[src/hdl/pidc_pkg.sv]
`timescale 1ns / 1ps
// ----------------------------------------------------------------------------
// pidc_pkg: shared types and constants of the PID/PWM unit
// Control word layout, microcode program, register indexes and request codes.
// ----------------------------------------------------------------------------
package pidc_pkg;

	localparam int PC_W = 5;

	// configuration register indexes
	localparam logic [2:0] REG_GAIN_PROP   = 3'd0;
	localparam logic [2:0] REG_GAIN_INTEG  = 3'd1;
	localparam logic [2:0] REG_GAIN_DERIV  = 3'd2;
	localparam logic [2:0] REG_TERM_LIMIT  = 3'd3;
	localparam logic [2:0] REG_OUT_DIVISOR = 3'd4;

	// request codes
	localparam logic REQ_UPDATE = 1'b0;
	localparam logic REQ_CLEAR  = 1'b1;

	// x / 25 for x < 2**30 is (x * RCP_MAGIC) >> RCP_SHIFT
	localparam logic [30:0] RCP_MAGIC = 31'd1374389535;
	localparam int          RCP_SHIFT = 35;

	localparam logic [4:0] DIV_STEPS = 5'd17;

	// program addresses
	localparam logic [PC_W-1:0] PC_DIV = 5'd14;
	localparam logic [PC_W-1:0] PC_CLR = 5'd16;

	typedef enum logic [3:0] {
		OP_NOP,
		OP_MUL,
		OP_ABS,
		OP_RECIP,
		OP_TERM,
		OP_DIVINIT,
		OP_DIVSTEP,
		OP_OUT,
		OP_CLR
	} op_t;

	typedef enum logic [1:0] {
		TERM_P,
		TERM_I,
		TERM_D
	} term_t;

	typedef enum logic [1:0] {
		JMP_NONE,
		JMP_CLR,
		JMP_LOOP
	} jmp_t;

	typedef enum logic {
		SEQ_IDLE,
		SEQ_RUN
	} seq_state_t;

	typedef struct packed {
		op_t             op;
		term_t           term;
		jmp_t            jmp;
		logic [PC_W-1:0] target;
		logic            last;
	} ctrl_t;

	typedef struct packed {
		logic clr_req;
		logic div_more;
		logic out_full;
	} seq_stat_t;

	function automatic ctrl_t rom_word(input logic [PC_W-1:0] pc);
		ctrl_t w;
		w.op     = OP_NOP;
		w.term   = TERM_P;
		w.jmp    = JMP_NONE;
		w.target = '0;
		w.last   = 1'b0;
		case (pc)
			5'd0: begin
				w.jmp    = JMP_CLR;
				w.target = PC_CLR;
			end
			5'd1:  begin w.op = OP_MUL;   w.term = TERM_P; end
			5'd2:  begin w.op = OP_ABS;   w.term = TERM_P; end
			5'd3:  begin w.op = OP_RECIP; w.term = TERM_P; end
			5'd4:  begin w.op = OP_TERM;  w.term = TERM_P; end
			5'd5:  begin w.op = OP_MUL;   w.term = TERM_I; end
			5'd6:  begin w.op = OP_ABS;   w.term = TERM_I; end
			5'd7:  begin w.op = OP_RECIP; w.term = TERM_I; end
			5'd8:  begin w.op = OP_TERM;  w.term = TERM_I; end
			5'd9:  begin w.op = OP_MUL;   w.term = TERM_D; end
			5'd10: begin w.op = OP_ABS;   w.term = TERM_D; end
			5'd11: begin w.op = OP_RECIP; w.term = TERM_D; end
			5'd12: begin w.op = OP_TERM;  w.term = TERM_D; end
			5'd13: begin w.op = OP_DIVINIT; end
			5'd14: begin
				w.op     = OP_DIVSTEP;
				w.jmp    = JMP_LOOP;
				w.target = PC_DIV;
			end
			5'd15: begin
				w.op   = OP_OUT;
				w.last = 1'b1;
			end
			5'd16: begin
				w.op   = OP_CLR;
				w.last = 1'b1;
			end
			default: begin
				w.last = 1'b1;
			end
		endcase
		return w;
	endfunction

endpackage

[src/hdl/pid_controller_pwm_unit.sv]
`timescale 1ns / 1ps
// Update transaction: duty is registered by the output step at the end of the
// program; no new transaction is taken until the sequencer returns to idle.
// Clear transaction: the clear step zeroes the integrator; no result.
// An update makes three passes through the shared multiplier and
// reciprocal step plus 17 iterations of the serial divider.
// Reset clears gains, integrator and last error; limit 255, divisor 1.
// ----------------------------------------------------------------------------
// pid_controller_pwm_unit: PID controller with clamped terms and PWM duty
// Microcoded datapath with a shared gain multiplier, a reciprocal multiplier and a restoring divider.
// ----------------------------------------------------------------------------
module pid_controller_pwm_unit (
	input  logic               clk,
	input  logic               arst_n,
	input  logic               in_valid,
	output logic               in_ready,
	input  logic               req_type,
	input  logic signed [15:0] setpoint,
	input  logic signed [15:0] measured,
	output logic               out_valid,
	input  logic               out_ready,
	output logic [7:0]         duty,
	input  logic               cfg_we,
	input  logic [2:0]         cfg_index,
	input  logic [15:0]        cfg_data
);

	logic signed [15:0] gain_prop_q, gain_integ_q, gain_deriv_q;
	logic [14:0]        term_limit_q;
	logic [15:0]        out_divisor_q;

	logic signed [16:0] err_q, prev_q;
	logic signed [17:0] dlt_q;
	logic               first_q;
	logic               clr_q;
	logic signed [23:0] integ_q;

	logic signed [33:0] prod_q;
	logic               neg_q;
	logic [29:0]        mag_q;
	logic [60:0]        rcp_q;
	logic signed [25:0] acc_q;

	logic [16:0]        num_q;
	logic [15:0]        rem_q;
	logic [4:0]         cnt_q;

	logic               out_valid_q;
	logic [7:0]         duty_q;

	logic               busy;
	logic               in_xact;
	pidc_pkg::ctrl_t    ctrl;
	pidc_pkg::seq_stat_t stat;

	logic signed [16:0] err_in;
	logic signed [17:0] mul_a;
	logic signed [15:0] mul_b;
	logic signed [33:0] prod_abs;
	logic [25:0]        q_mag;
	logic signed [26:0] term_val;
	logic signed [27:0] lim_pos, cl_in, cl_out;
	logic signed [23:0] clamped;
	logic [15:0]        dvs;
	logic [16:0]        trial;
	logic               qbit;

	assign in_ready  = !busy;
	assign in_xact   = in_valid && in_ready;
	assign out_valid = out_valid_q;
	assign duty      = duty_q;

	assign stat.clr_req  = clr_q;
	assign stat.div_more = (cnt_q != 5'd1);
	assign stat.out_full = out_valid_q && !out_ready;

	pidc_seq u_seq (
		.clk    (clk),
		.arst_n (arst_n),
		.start  (in_xact),
		.stat   (stat),
		.busy   (busy),
		.ctrl   (ctrl)
	);

	assign err_in = 17'(setpoint) - 17'(measured);

	always_comb begin
		case (ctrl.term)
			pidc_pkg::TERM_P: begin mul_a = 18'(err_q); mul_b = gain_prop_q;  end
			pidc_pkg::TERM_I: begin mul_a = 18'(err_q); mul_b = gain_integ_q; end
			pidc_pkg::TERM_D: begin mul_a = dlt_q;      mul_b = gain_deriv_q; end
			default:          begin mul_a = 18'(err_q); mul_b = gain_prop_q;  end
		endcase
	end

	assign prod_abs = prod_q[33] ? -prod_q : prod_q;
	assign q_mag    = rcp_q[60:pidc_pkg::RCP_SHIFT];
	assign term_val = neg_q ? -$signed({1'b0, q_mag}) : $signed({1'b0, q_mag});
	assign lim_pos  = $signed({5'b0, term_limit_q, 8'b0});

	always_comb begin
		if (ctrl.term == pidc_pkg::TERM_I) begin
			cl_in = 28'(integ_q) + 28'(term_val);
		end else begin
			cl_in = 28'(term_val);
		end
		if (cl_in > lim_pos) begin
			cl_out = lim_pos;
		end else if (cl_in < -lim_pos) begin
			cl_out = -lim_pos;
		end else begin
			cl_out = cl_in;
		end
	end

	assign clamped = cl_out[23:0];

	assign dvs   = (out_divisor_q == 16'd0) ? 16'd1 : out_divisor_q;
	assign trial = {rem_q, num_q[16]};
	assign qbit  = (trial >= {1'b0, dvs});

	always_ff @(posedge clk or negedge arst_n) begin
		if (!arst_n) begin
			gain_prop_q   <= '0;
			gain_integ_q  <= '0;
			gain_deriv_q  <= '0;
			term_limit_q  <= 15'd255;
			out_divisor_q <= 16'd1;
		end else if (cfg_we) begin
			case (cfg_index)
				pidc_pkg::REG_GAIN_PROP:   gain_prop_q   <= cfg_data;
				pidc_pkg::REG_GAIN_INTEG:  gain_integ_q  <= cfg_data;
				pidc_pkg::REG_GAIN_DERIV:  gain_deriv_q  <= cfg_data;
				pidc_pkg::REG_TERM_LIMIT:  term_limit_q  <= cfg_data[14:0];
				pidc_pkg::REG_OUT_DIVISOR: out_divisor_q <= cfg_data;
				default:                   ;
			endcase
		end
	end

	always_ff @(posedge clk or negedge arst_n) begin
		if (!arst_n) begin
			prev_q      <= '0;
			first_q     <= 1'b1;
			clr_q       <= 1'b0;
			integ_q     <= '0;
			out_valid_q <= 1'b0;
			cnt_q       <= '0;
		end else begin
			if (ctrl.op == pidc_pkg::OP_OUT) begin
				out_valid_q <= 1'b1;
			end else if (out_valid_q && out_ready) begin
				out_valid_q <= 1'b0;
			end
			if (in_xact) begin
				clr_q <= (req_type == pidc_pkg::REQ_CLEAR);
				if (req_type == pidc_pkg::REQ_UPDATE) begin
					prev_q  <= err_in;
					first_q <= 1'b0;
				end
			end
			case (ctrl.op)
				pidc_pkg::OP_TERM: begin
					if (ctrl.term == pidc_pkg::TERM_I) integ_q <= clamped;
				end
				pidc_pkg::OP_CLR:     integ_q <= '0;
				pidc_pkg::OP_DIVINIT: cnt_q   <= pidc_pkg::DIV_STEPS;
				pidc_pkg::OP_DIVSTEP: cnt_q   <= cnt_q - 1'b1;
				default:              ;
			endcase
		end
	end

	always_ff @(posedge clk) begin
		if (in_xact) begin
			err_q <= err_in;
			dlt_q <= first_q ? 18'sd0 : 18'(prev_q) - 18'(err_in);
		end
		case (ctrl.op)
			pidc_pkg::OP_MUL: prod_q <= mul_a * mul_b;
			pidc_pkg::OP_ABS: begin
				neg_q <= prod_q[33];
				mag_q <= prod_abs[31:2];
			end
			pidc_pkg::OP_RECIP: rcp_q <= 61'(mag_q) * 61'(pidc_pkg::RCP_MAGIC);
			pidc_pkg::OP_TERM: begin
				if (ctrl.term == pidc_pkg::TERM_P) begin
					acc_q <= 26'(clamped);
				end else begin
					acc_q <= acc_q + 26'(clamped);
				end
			end
			pidc_pkg::OP_DIVINIT: begin
				num_q <= (!acc_q[25] && (acc_q != 26'sd0)) ? acc_q[24:8] : 17'd0;
				rem_q <= '0;
			end
			pidc_pkg::OP_DIVSTEP: begin
				rem_q <= qbit ? 16'(trial - {1'b0, dvs}) : trial[15:0];
				num_q <= {num_q[15:0], qbit};
			end
			pidc_pkg::OP_OUT: duty_q <= (|num_q[16:8]) ? 8'hFF : num_q[7:0];
			default: ;
		endcase
	end

	a_busy_after_accept: assert property (@(posedge clk) disable iff (!arst_n)
		in_xact |=> !in_ready)
		else $error("sequencer idle after accepted transaction");

	a_div_count: assert property (@(posedge clk) disable iff (!arst_n)
		(ctrl.op == pidc_pkg::OP_DIVSTEP) |-> (cnt_q != 5'd0))
		else $error("divider step with exhausted count");

	a_out_from_program: assert property (@(posedge clk) disable iff (!arst_n)
		$rose(out_valid_q) |-> $past(ctrl.op == pidc_pkg::OP_OUT))
		else $error("result raised outside the output step");

endmodule

[src/hdl/pidc_seq.sv]
`timescale 1ns / 1ps
// ----------------------------------------------------------------------------
// pidc_seq: microcode sequencer
// Step counter over the control store, conditional jumps and stall on a full
// output register.
// ----------------------------------------------------------------------------
module pidc_seq (
	input  logic                clk,
	input  logic                arst_n,
	input  logic                start,
	input  pidc_pkg::seq_stat_t stat,
	output logic                busy,
	output pidc_pkg::ctrl_t     ctrl
);

	pidc_pkg::seq_state_t state_q, state_nxt;
	logic [pidc_pkg::PC_W-1:0] pc_q, pc_nxt;
	pidc_pkg::ctrl_t word;
	logic stall;

	assign word  = pidc_pkg::rom_word(pc_q);
	assign stall = (word.op == pidc_pkg::OP_OUT) && stat.out_full;

	always_comb begin
		state_nxt = state_q;
		case (state_q)
			pidc_pkg::SEQ_IDLE: begin
				if (start) state_nxt = pidc_pkg::SEQ_RUN;
			end
			pidc_pkg::SEQ_RUN: begin
				if (word.last && !stall) state_nxt = pidc_pkg::SEQ_IDLE;
			end
			default: state_nxt = pidc_pkg::SEQ_IDLE;
		endcase
	end

	always_comb begin
		pc_nxt = pc_q + 1'b1;
		case (word.jmp)
			pidc_pkg::JMP_CLR:  if (stat.clr_req) pc_nxt = word.target;
			pidc_pkg::JMP_LOOP: if (stat.div_more) pc_nxt = word.target;
			default:            pc_nxt = pc_q + 1'b1;
		endcase
	end

	always_comb begin
		busy = (state_q == pidc_pkg::SEQ_RUN);
		ctrl = word;
		if (!busy || stall) begin
			ctrl.op   = pidc_pkg::OP_NOP;
			ctrl.last = 1'b0;
		end
	end

	always_ff @(posedge clk or negedge arst_n) begin
		if (!arst_n) begin
			state_q <= pidc_pkg::SEQ_IDLE;
			pc_q    <= '0;
		end else begin
			state_q <= state_nxt;
			if (state_q == pidc_pkg::SEQ_IDLE) begin
				pc_q <= '0;
			end else if (!stall) begin
				pc_q <= pc_nxt;
			end
		end
	end

endmodule
[config.mk]
export PLATFORM = sky130hd
export DESIGN_NAME = pid_controller_pwm_unit
export DESIGN_NICKNAME = d
export VERILOG_FILES = /design/src/hdl/pidc_pkg.sv /design/src/hdl/pid_controller_pwm_unit.sv /design/src/hdl/pidc_seq.sv
export SDC_FILE = /design/constraint.sdc
export NUM_CORES = 2
export LEC_CHECK = 0
export BUFFER_PORTS_ARGS = -buffer_cell sky130_fd_sc_hd__clkbuf_2
export CAP_MARGIN = 25
export CELL_PAD_IN_SITES_DETAIL_PLACEMENT = 1
export CELL_PAD_IN_SITES_GLOBAL_PLACEMENT = 1
export CORE_MARGIN = 4
export CORE_UTILIZATION = 35
export CTS_CLUSTER_DIAMETER = 50
export DETAILED_ROUTE_END_ITERATION = 6
export PLACE_DENSITY_LB_ADDON = 0.25
export SYNTH_ARGS = -nofsm -noshare
export SYNTH_HDL_FRONTEND = slang
export SYNTH_SLANG_ARGS = --single-unit
export TNS_END_PERCENT = 50
[constraint.sdc]
create_clock -name clk -period 11.3 [get_ports clk]
set_input_delay 0.565 -clock clk [delete_from_list [all_inputs] [get_ports clk]]
set_output_delay 0.565 -clock clk [all_outputs]
set_load 0.02 [all_outputs]
==> results.cfg <==
[route]
drt_wl_total_um = 125000
dr.pass1.iters = 6
viasPerCell = 5.03
drc = 0
routedWlPerCell_um = 19.9
vias = 31800
drtIter0Drc = 1458
ant_nets = 0

[setup_path]
rr_startpoint = rcp_q[39]
worst_setup_path_end_kind = register
crit_type = register to register
worst_path_max_delay_cell = o21ai_1
start_kind = register
r2r_slack_ns = 0.84
startpoint = rcp_q[39]
path_max_fanout = 32
worst_ep_arrival_time_ns = 10.91
max_stage_delay_ns = 0.53
cp_data_required_time_ns = 11.75

[synth]
yosys-top-cells-count = 951 x inv_1, 625 x fa_1, 585 x ha_1, 348 x nand2_1, 295 x nor2_1
yosysTopAreaCellShare_pct = 27.9
syn_avg_cell_area_um2 = 9.85
yosysMostFrequentCell = inv_1
synth-seq-cells = 326
syn_inst = 4546
yosysSeqAreaShare_pct = 20.4
synth-edff-count = 192
ys_async_sr_fraction_pct = 41.1
yosysWarnings = 0
synth_flop_cell = edfxtp_1
ys_top_cells_by_area = fa_1 28%, ha_1 16%, edfxtp_1 13%
syn_area_um2 = 44800
yosys.area.top_type = fa_1
syn_nets = 5813
synth.distinct_cells = 92

[floorplanning]
core_area_um2 = 126000
row_count = 130
die_w_um = 366
die_height_um = 366
die-area_um2 = 134000
start_util_pct = 35.4
io_pins = 67

[timing]
layout_min_cycle_time_ns = 10.46
setup_ws_ns = 0.839
relSlewSlack_pct = 27.4
finalSetupViolCount = 0
tns_ns = 0
max_freq_ghz = 0.0956
rsz0062_at_grt = no
slew_viol_final = 0
hold_violations = 0
fin_crit_sh_pct = 92.6
worstMarginPinSlew_ns = 1.06
fin_skew_ns = 0.0950

[global_routing]
track_usage_pct = 19.4
antenna_found_initial = 0
overflow = 0
grt_pass1_vias = 34900
grt_max_degree = 71
grt_pass1_wl_um = 201000

[finish]
area_growth_pct = 9.77
final_cells = 6309
nets = 5881
layout-drive-gt1-share_pct = 7.81

[cts]
cts_tree = done
insertion_delay_ns = 0.67
cts_htree_levels = 2
cts-buffers-inserted = 54
clockBufferDepth = 3
clkSinkCount = 326
path_clk_slew_ns = 0.05
cts-root-buf = clkbuf_16
cts_resized = 0

[place]
dpl.hpwl_um = 105000
portBuffers = 66
placed_cells = 6204
place_ws_ns = 0.857
gp_congestion = 0.874

[worst_hold_path]
hold_class = primary input to register
min_from = req_type

[job]
maxCapViolations = 0

[run_status]
outcome = complete, no violations
metal layers:
layer	vias up	part of all wire, %	track usage, %
li1	15000	-	-
met1	16200	47	26.7
met2	477	47	32.6
met3	145	4.0	2.54
met4	0	2.3	4.44
met5	-	0	0
state kept, by name (all words and copies together) (netlist names), 5 cells and up:
register and flops:
duty 8, out_divisor_q 16, rcp_q 26, mag_q 30
u_seq.pc_q 5, cnt_q 5, err_q 17, prev_q 17
rem_q 16, gain_deriv_q 16, acc_q 26, num_q 17
term_limit_q 15, integ_q 24, prod_q 33, gain_prop_q 16
dlt_q 18, gain_integ_q 16
cell families (layout without fill, tap and decap cells):
family                     after synthesis  in the layout  synth area share (%)
adders and majority gates             1213           1213                  44.4
AOI/OAI and AO/OA                      664            664                  9.77
and+or+nand+nor                        987            987                  10.2
xor gates and xnor gates               195            195                  3.81
DFF                                    326            326                  20.4
other                                    0              1                     0
buffers and inverters                 1055           1167                  8.85
muxes                                  106            106                  2.62
final timing paths:
| check | end | cells past startpoint |
|---|---|---|
| worst max-delay path | acc_q[24] | 40 |
| worst min-delay path | clr_q | 3 |
| worst max register to register | acc_q[24] | 40 |
| worst min register to register | prev_q[0] | 2 |
| max in group asynchronous | term_limit_q[13] | 3 |
| min in group asynchronous | out_divisor_q[8] | 2 |
layout make-up:
class	count	area, um2
sequential	326	9130
tap	1650	2060
fill	14300	77200
clock buffer	64	1460
antenna	1	2.50
clock inverter	36	437
multi-input combinational	3165	31800
timing repair buffer	115	727
inverter	952	3570
what timing repair did:
item | in CTS | in global routing
hold buffers | 1 | 0
hold endpoints to repair | 42 | 0
buffers inserted | 0 | 0
cell usage in the layout, fill, tap and decap left out, drive strengths merged, types with 33 or more instances in the layout:
cell type and instances:
inv 964, fa 625, ha 585, nand2 348, nor2 295, edfxtp 192, o21ai 177, xnor2 156
a21oi 150, clkbuf 130, dfrtp 124, mux2 88, nor3 57, nand3 53, a21o 49, buf 48
o21a 46, xor2 39, o31ai 36, nand2b 33
critical path, delay by kind of cell (launching register included):
family                   cells  cell delay, ns
AO/OA/AOI/OAI               18            4.30
AND/OR/NAND/NOR             11            2.83
adder cells (fa/ha/maj)      5            1.67
buffers and inverters        3            0.60
flip-flops                   1            0.43
XOR/XNOR                     3            0.41
metrics by stage:
stage,utilization [%],area (um2),hold WS (ns)
after floorplan,-,44800,0.269
after global placement,37.3,47200,0.465
after detailed placement,37.3,47200,0.474
after CTS,38.9,49100,0.0895
after global routing,38.9,49100,0.181
final,38.9,49200,0.138
Power is left out: the tool's default activity adds up to more than one toggle a clock period on the data nets, which glitch-free logic cannot reach.
